===== config.mk =====
export PLATFORM = sky130hd
export DESIGN_NAME = duplicate_value_counter
export DESIGN_NICKNAME = d
export VERILOG_FILES = /design/src/hdl/dvc_pkg.sv /design/src/hdl/dvc_queue.sv /design/src/hdl/dvc_table.sv /design/src/hdl/duplicate_value_counter.sv
export SDC_FILE = /design/constraint.sdc
export NUM_CORES = 2
export LEC_CHECK = 0
export ABC_AREA = 1
export ABC_CLOCK_PERIOD_IN_PS = 6400
export BUFFER_PORTS_ARGS = -buffer_cell sky130_fd_sc_hd__buf_2
export CORE_ASPECT_RATIO = 0.5
export CORE_MARGIN = 1
export CORE_UTILIZATION = 45
export CTS_CLUSTER_SIZE = 28
export DETAILED_ROUTE_END_ITERATION = 7
export PLACE_DENSITY = 0.57
export SKIP_CTS_REPAIR_TIMING = 1
export SLEW_MARGIN = 20
export SYNTH_ARGS = -nofsm -noshare
export SYNTH_HDL_FRONTEND = slang
export SYNTH_SLANG_ARGS = --single-unit

===== constraint.sdc =====
create_clock -name i_clk -period 6.4 [get_ports i_clk]
set_input_delay 1.28 -clock i_clk [delete_from_list [all_inputs] [get_ports i_clk]]
set_output_delay 1.28 -clock i_clk [all_outputs]
set_load 0.05 [all_outputs]

===== src/hdl/dvc_pkg.sv =====
package dvc_pkg;

    localparam int VALUE_BITS     = 32;   // width of the value field on the bus
    localparam int COUNT_BITS     = 7;    // width of repeat_count
    localparam int IN_TDATA_BITS  = 32;   // value, whole bytes
    localparam int OUT_TDATA_BITS = 8;    // repeat_count, overflow
    localparam int QUEUE_DEPTH    = 2;    // power of two
    localparam int QPTR_BITS      = 1;
    localparam int QCNT_BITS      = 2;

    localparam logic [COUNT_BITS-1:0] COUNT_MAX = '1;

    typedef struct packed {
        logic                  last;
        logic [VALUE_BITS-1:0] value;
    } t_item;

    typedef struct packed {
        logic  valid;
        t_item item;
    } t_queue_head;

    // packed in tdata order: repeat_count in the low bits
    typedef struct packed {
        logic                  overflow;
        logic [COUNT_BITS-1:0] repeat_count;
    } t_result;

endpackage


===== src/hdl/dvc_queue.sv =====
module dvc_queue (
    input  logic                i_clk,
    input  logic                i_rst_n,
    input  logic                i_push,
    input  dvc_pkg::t_item      i_item,
    output logic                o_ready,
    output dvc_pkg::t_queue_head o_head,
    input  logic                i_pop
);

    dvc_pkg::t_item                  r_mem [dvc_pkg::QUEUE_DEPTH];
    logic [dvc_pkg::QPTR_BITS-1:0]   r_wr_ptr;
    logic [dvc_pkg::QPTR_BITS-1:0]   r_rd_ptr;
    logic [dvc_pkg::QCNT_BITS-1:0]   r_count;
    logic [dvc_pkg::QCNT_BITS-1:0]   n_count;
    logic                            push_ok;
    logic                            pop_ok;

    assign o_ready      = (r_count != dvc_pkg::QCNT_BITS'(dvc_pkg::QUEUE_DEPTH));
    assign o_head.valid = (r_count != '0);
    assign o_head.item  = r_mem[r_rd_ptr];

    assign push_ok = i_push && o_ready;
    assign pop_ok  = i_pop && o_head.valid;

    always_comb begin
        n_count = r_count;
        if (push_ok && !pop_ok) begin
            n_count = r_count + 1'b1;
        end else if (pop_ok && !push_ok) begin
            n_count = r_count - 1'b1;
        end
    end

    always_ff @(posedge i_clk) begin
        if (!i_rst_n) begin
            r_wr_ptr <= '0;
            r_rd_ptr <= '0;
            r_count  <= '0;
        end else begin
            r_count <= n_count;
            if (push_ok) begin
                r_wr_ptr <= r_wr_ptr + 1'b1;
            end
            if (pop_ok) begin
                r_rd_ptr <= r_rd_ptr + 1'b1;
            end
        end
    end

    always_ff @(posedge i_clk) begin
        if (push_ok) begin
            r_mem[r_wr_ptr] <= i_item;
        end
    end

endmodule


===== src/hdl/dvc_table.sv =====
module dvc_table #(
    parameter int TABLE_DEPTH = 64,
    parameter int VALUE_WIDTH = 32
) (
    input  logic                 i_clk,
    input  logic                 i_rst_n,
    input  dvc_pkg::t_queue_head i_head,
    output logic                 o_pop,
    output logic                 o_m_tvalid,
    input  logic                 i_m_tready,
    output dvc_pkg::t_result     o_result
);

    localparam int CMP_W  = (VALUE_WIDTH < dvc_pkg::VALUE_BITS) ? VALUE_WIDTH
                                                               : dvc_pkg::VALUE_BITS;
    localparam int IDX_W  = $clog2(TABLE_DEPTH);
    localparam int USED_W = $clog2(TABLE_DEPTH + 1);

    logic [CMP_W-1:0]                r_seen [TABLE_DEPTH];
    logic [TABLE_DEPTH-1:0]          r_valid;
    logic [TABLE_DEPTH-1:0]          r_counted;
    logic [USED_W-1:0]               r_used;
    logic [dvc_pkg::COUNT_BITS-1:0]  r_repeats;
    logic                            r_overflow;
    logic                            r_out_valid;
    dvc_pkg::t_result                r_out;

    logic [dvc_pkg::COUNT_BITS-1:0]  n_repeats;
    logic                            n_overflow;
    logic [CMP_W-1:0]                cmp_value;
    logic [TABLE_DEPTH-1:0]          match;
    logic                            hit;
    logic                            hit_counted;
    logic                            full;
    logic                            insert;
    logic                            out_free;
    logic                            take_last;

    assign cmp_value = i_head.item.value[CMP_W-1:0];

    // stored values are distinct, so at most one entry matches
    always_comb begin
        for (int i = 0; i < TABLE_DEPTH; i++) begin
            match[i] = r_valid[i] && (r_seen[i] == cmp_value);
        end
    end

    assign hit         = |match;
    assign hit_counted = |(match & r_counted);
    assign full        = (r_used == USED_W'(TABLE_DEPTH));
    assign insert      = !hit && !full;

    assign out_free  = !r_out_valid || i_m_tready;
    assign o_pop     = i_head.valid && (!i_head.item.last || out_free);
    assign take_last = o_pop && i_head.item.last;

    always_comb begin
        n_repeats = r_repeats;
        if (hit && !hit_counted && (r_repeats != dvc_pkg::COUNT_MAX)) begin
            n_repeats = r_repeats + 1'b1;
        end
        n_overflow = r_overflow || (!hit && full);
    end

    always_ff @(posedge i_clk) begin
        if (!i_rst_n) begin
            r_valid     <= '0;
            r_counted   <= '0;
            r_used      <= '0;
            r_repeats   <= '0;
            r_overflow  <= 1'b0;
            r_out_valid <= 1'b0;
        end else begin
            if (take_last) begin
                r_valid    <= '0;
                r_counted  <= '0;
                r_used     <= '0;
                r_repeats  <= '0;
                r_overflow <= 1'b0;
            end else if (o_pop) begin
                if (hit && !hit_counted) begin
                    r_counted <= r_counted | match;
                end
                if (insert) begin
                    r_valid[r_used[IDX_W-1:0]] <= 1'b1;
                    r_used                     <= r_used + 1'b1;
                end
                r_repeats  <= n_repeats;
                r_overflow <= n_overflow;
            end

            if (take_last) begin
                r_out_valid <= 1'b1;
            end else if (i_m_tready) begin
                r_out_valid <= 1'b0;
            end
        end
    end

    always_ff @(posedge i_clk) begin
        if (o_pop && insert) begin
            r_seen[r_used[IDX_W-1:0]] <= cmp_value;
        end
        if (take_last) begin
            r_out.repeat_count <= n_repeats;
            r_out.overflow     <= n_overflow;
        end
    end

    assign o_m_tvalid = r_out_valid;
    assign o_result   = r_out;

endmodule


===== src/hdl/duplicate_value_counter.sv =====
// Channel   Dir  Handshake               Payload
// -------   ---  ----------------------  ------------------------------------------
// s (in)    in   i_s_tvalid/o_s_tready   tdata[31:0] = value, tlast = is_last
// m (out)   out  o_m_tvalid/i_m_tready   tdata[6:0] = repeat_count, tdata[7] = overflow
//
// One value per cycle unless the queue stalls: the whole table is compared and updated per value.
// Path of a last value: queue write, then table and result register, which offers the result.
// Synchronous active-low reset clears the valid and counted bits at once; no sweep.
// A last value waits at the queue head while the result register is still full;
// values behind it are still taken into the queue, and the input stalls once the two-entry queue fills.
module duplicate_value_counter #(
    parameter int TABLE_DEPTH = 64,
    parameter int VALUE_WIDTH = 32
) (
    input  logic                                i_clk,
    input  logic                                i_rst_n,
    input  logic                                i_s_tvalid,
    output logic                                o_s_tready,
    input  logic [dvc_pkg::IN_TDATA_BITS-1:0]   i_s_tdata,   // [31:0] value
    input  logic                                i_s_tlast,   // is_last
    output logic                                o_m_tvalid,
    input  logic                                i_m_tready,
    output logic [dvc_pkg::OUT_TDATA_BITS-1:0]  o_m_tdata    // [6:0] repeat_count, [7] overflow
);

    dvc_pkg::t_item       in_item;
    dvc_pkg::t_queue_head head;
    dvc_pkg::t_result     result;
    logic                 pop;

    assign in_item.value = i_s_tdata[dvc_pkg::VALUE_BITS-1:0];
    assign in_item.last  = i_s_tlast;

    // front: takes transactions and holds them until the table is free
    dvc_queue u_queue (
        .i_clk   (i_clk),
        .i_rst_n (i_rst_n),
        .i_push  (i_s_tvalid),
        .i_item  (in_item),
        .o_ready (o_s_tready),
        .o_head  (head),
        .i_pop   (pop)
    );

    // back: lookup, mark, insert, and the result register
    dvc_table #(
        .TABLE_DEPTH (TABLE_DEPTH),
        .VALUE_WIDTH (VALUE_WIDTH)
    ) u_table (
        .i_clk      (i_clk),
        .i_rst_n    (i_rst_n),
        .i_head     (head),
        .o_pop      (pop),
        .o_m_tvalid (o_m_tvalid),
        .i_m_tready (i_m_tready),
        .o_result   (result)
    );

    assign o_m_tdata = result;

endmodule


==> key figures <==
Outcome
  – Outcome: completed

Floorplan
  – Core area: 0.2330 sq mm
  – I/O pins: 47
  – Die Width: 688.0 microns
  – Cell Rows: 125
  – Die area: 0.2373 sq mm
  – Die height: 345.0 microns
  – Initial Util: 45.43%

Yosys
  – Post-synth ARST share: 0%
  – Post-Syn Area: 0.1059 sq mm
  – #FFs+latches synth: 2271
  – Cell count after synthesis: 11150
  – Sequential area share after synthesis: 63.00%
  – Post-synthesis simple-gate area fraction: 21.30%
  – Synth Area in Compound Gates: 3.626%
  – XOR/XNOR share of the synthesized area: 4.906%
  – Synth Area in Adders: 0.04727%
  – Cell variety after synth: 37
  – Syn avg cell area: 9.494 sq um
  – Top FF cell, synth: edfxtp_1
  – Mux contribution to synthesized area: 0%
  – Yosys warning count: 0
  – Post-synth EDFFs: 2122
  – Largest family of logic cells by synthesized area: simple AND/OR/NAND/NOR gates
  – Post-synthesis net count: 11190

Place
  – Placed Cells: 14380
  – Port Buffers: 46
  – Detail Placement HPWL: 241.1 mm
  – DP Worst Slack: -0.9263 ns
  – Gp weighted congestion: 0.9412

Setup path
  – CP Launch Type: flop
  – Worst Setup End Kind: flop
  – Worst endpoint data arrival time: 6.84 ns
  – WP data required: 6.96 ns
  – Worst-path fanout max: 53
  – CP Class: flop to flop

Clock tree
  – Clock-pin slew on the worst setup and hold paths: 0.06 ns
  – Clk buf depth: 4
  – CTS tree: built
  – Inserted Clock Buffers: 214
  – H-Tree Depth: 4
  – Sink Count: 2271
  – Root Buffer: clkbuf_16
  – Worst skew pair latency: 0.91 ns

Timing
  – RSZ-0062 raised after global routing: false
  – Final worst slack: 0.1267 ns
  – Worst Tran Pin Value: 1.116 ns
  – Slew Viols, Final: 0
  – Final Hold Vio Count: 0
  – Final worst-path cycle share: 98.02%
  – Fmax: 0.1594 GHz
  – Final setup fails: 0
  – Fin crit period: 6.273 ns
  – Clock skew: 0.06127 ns
  – Max-slew headroom: 25.34%

Route
  – DRC: 0
  – Vias per inst: 5.426
  – TritonRoute pass-1 iters: 6
  – WL final: 385.9 mm
  – Vias post-DR: 80190
  – Wirelength per Cell: 26.11 microns
  – Antenna-violating nets left: 0
  – DR iter-0 viols: 11710

Pwr
  – Pwr dens: 434.2 mW/mm^2
  – Internal power: 30.51 mW
  – Combinational power share: 40.1%
  – Reg power frac: 35.4%
  – Maximum VDD drop: 0.3473 mV
  – Clk pwr share: 24.5%
  – Psw: 21.73 mW
  – Switching share of power: 41.60%
  – Leak pwr: 48.93 nW

Worst hold path
  – Worst min path class: flop to flop

Global routing
  – GR Util All Layers: 31.83%
  – GR Overflow Total: 0
  – Largest net degree at the start of global routing: 69
  – Global-route wire length before repair: 534.0 mm
  – Vias in the first global route: 72470
  – Initial antenna violation count: 26

Finish
  – Synthesis-to-layout area growth: 13.64%
  – Commonest non-fill, non-tap cells in the layout: nand2_1, edfxtp_1, inv_1
  – Commonest non-fill, non-tap cell in the layout: nand2_1
  – Final design utilization: 51.63%
  – Layout cell share with drive strength beyond 1: 8.272%
  – Cell Count, Final, Fillers Out: 14780
  – Net count, final: 11530

Run
  – Max-cap check violation count: 0
worst max-delay path: stages (launching register included):
cell     delay, ns
dfxtp_2       0.34
inv_4         0.40
nand2_2       0.39
nand2_4       0.45
buf_12        0.46
buf_4         0.25
nand2_1       0.06
o21ai_1       0.07
nor2_1        0.09
nand2_1       0.07
nor2_1        0.04
nand3_1       0.06
nor2_1        0.08
nor2_4        0.37
nand2_1       0.09
nor2_1        0.48
nand2_1       0.19
nor2_4        0.23
nand3_4       0.26
nor2_2        0.49
nand2_1       0.43
inv_1         0.23
buf_12        0.23
metrics by stage:
step | total power, mW | hold WS [ns] | TNS, ns | instance area, sq um
finish | 52.24 | 0.4519 | 0 | 120300
global route | 53.64 | 0.4670 | 0 | 120300
CTS | 51.64 | 0.4504 | -731.23 | 120200
detailed placement | 39.01 | 0.4408 | -655.24 | 113500
global placement | 38.89 | 0.4363 | -728.29 | 113500
floorplan | 28.79 | 0.4255 | 0 | 105900
path summary, 6_finish.rpt:
path,cells after the start,to,slack (ns),startpoint
max,22,u_table.r_seen[12][22]$_DFFE_PP_,0.13,flop
min,2,u_table.r_counted[9]$_SDFFE_PP0P_,0.45,u_table.r_counted[9]$_SDFFE_PP0P_
max reg2reg,22,u_table.r_seen[12][22]$_DFFE_PP_,0.13,flop
min reg2reg,2,u_table.r_counted[9]$_SDFFE_PP0P_,0.45,u_table.r_counted[9]$_SDFFE_PP0P_
final cells by class:
cell class                      instances  area [sq um]
Inverter                             1388          5214
Multi-Input combinational cell       7116         32340
Sequential cell                      2271         66710
Antenna cell                            2         5.005
Clock buffer                          284          5849
Clock inverter                        109         874.6
Timing Repair Buffer                  498          5438
Fill cell                           21100        112700
Tap cell                             3111          3892
power groups by stage:
stage	clock [mW]	combinational [mW]	sequential, mW
5_1_grt	13.4	21.7	18.5
6_report	12.8	21.0	18.5
3_3_place_gp	0	20.1	18.8
2_1_floorplan	0	9.94	18.9
4_1_cts	12.9	20.3	18.5
3_5_place_dp	0	20.2	18.8
registers in the layout, indices dropped and copies added (netlist names), 2 cells and up, named ones only:
signal,count
u_table.r_seen,2048
u_queue.r_mem,66
u_table.r_counted,64
u_table.r_valid,64
u_table.o_result,8
u_table.r_repeats,7
u_table.r_used,7
u_queue.r_count,2
cell families (layout without fill, tap and decap cells):
| kind of cell | after synthesis | count (layout) |
|---|---|---|
| buffers and inverters | 1767 | 2279 |
| AND/OR/NAND/NOR | 5774 | 5776 |
| adder cells (fa/ha/maj) | 4 | 4 |
| AO/OA/AOI/OAI | 743 | 743 |
| other | 0 | 2 |
| XOR/XNOR | 593 | 593 |
| flip-flops | 2271 | 2271 |
cells in the mapped netlist, types with 6 or more instances:
| master | n | share of area, % |
|---|---|---|
| xnor2_1 | 509 | 4.2 |
| o21ai_0 | 528 | 2.5 |
| o21a_1 | 35 | 0.25 |
| buf_6 | 47 | 0.50 |
| buf_4 | 77 | 0.55 |
| dfxtp_1 | 149 | 2.8 |
| buf_2 | 207 | 0.98 |
| nand4_1 | 40 | 0.24 |
| or2_0 | 6 | 0.035 |
| nand2_1 | 3927 | 14 |
| inv_1 | 1376 | 4.9 |
| o22ai_1 | 14 | 0.083 |
| nor2_1 | 1325 | 4.7 |
| or2_2 | 32 | 0.19 |
| nand3_1 | 367 | 1.7 |
| xor2_1 | 84 | 0.69 |
| edfxtp_1 | 2122 | 60 |
| o21ai_1 | 55 | 0.26 |
| nand2_2 | 29 | 0.17 |
| nor3_1 | 15 | 0.071 |
| a21oi_1 | 105 | 0.50 |
| or2_1 | 9 | 0.053 |
| clkbuf_1 | 48 | 0.17 |
| inv_2 | 11 | 0.039 |
| nand3b_1 | 7 | 0.050 |
metal layers:
metal  track usage, %  wire (microns)  vias to the layer above
li1                 -               -                    36140
met1            46.51          161600                    38720
met2            47.57          162900                     4617
met3            6.559           46700                      707
met4            10.35           14590                       10
met5                0              57                        -
No activity file was read; power rests on OpenSTA's default activity.
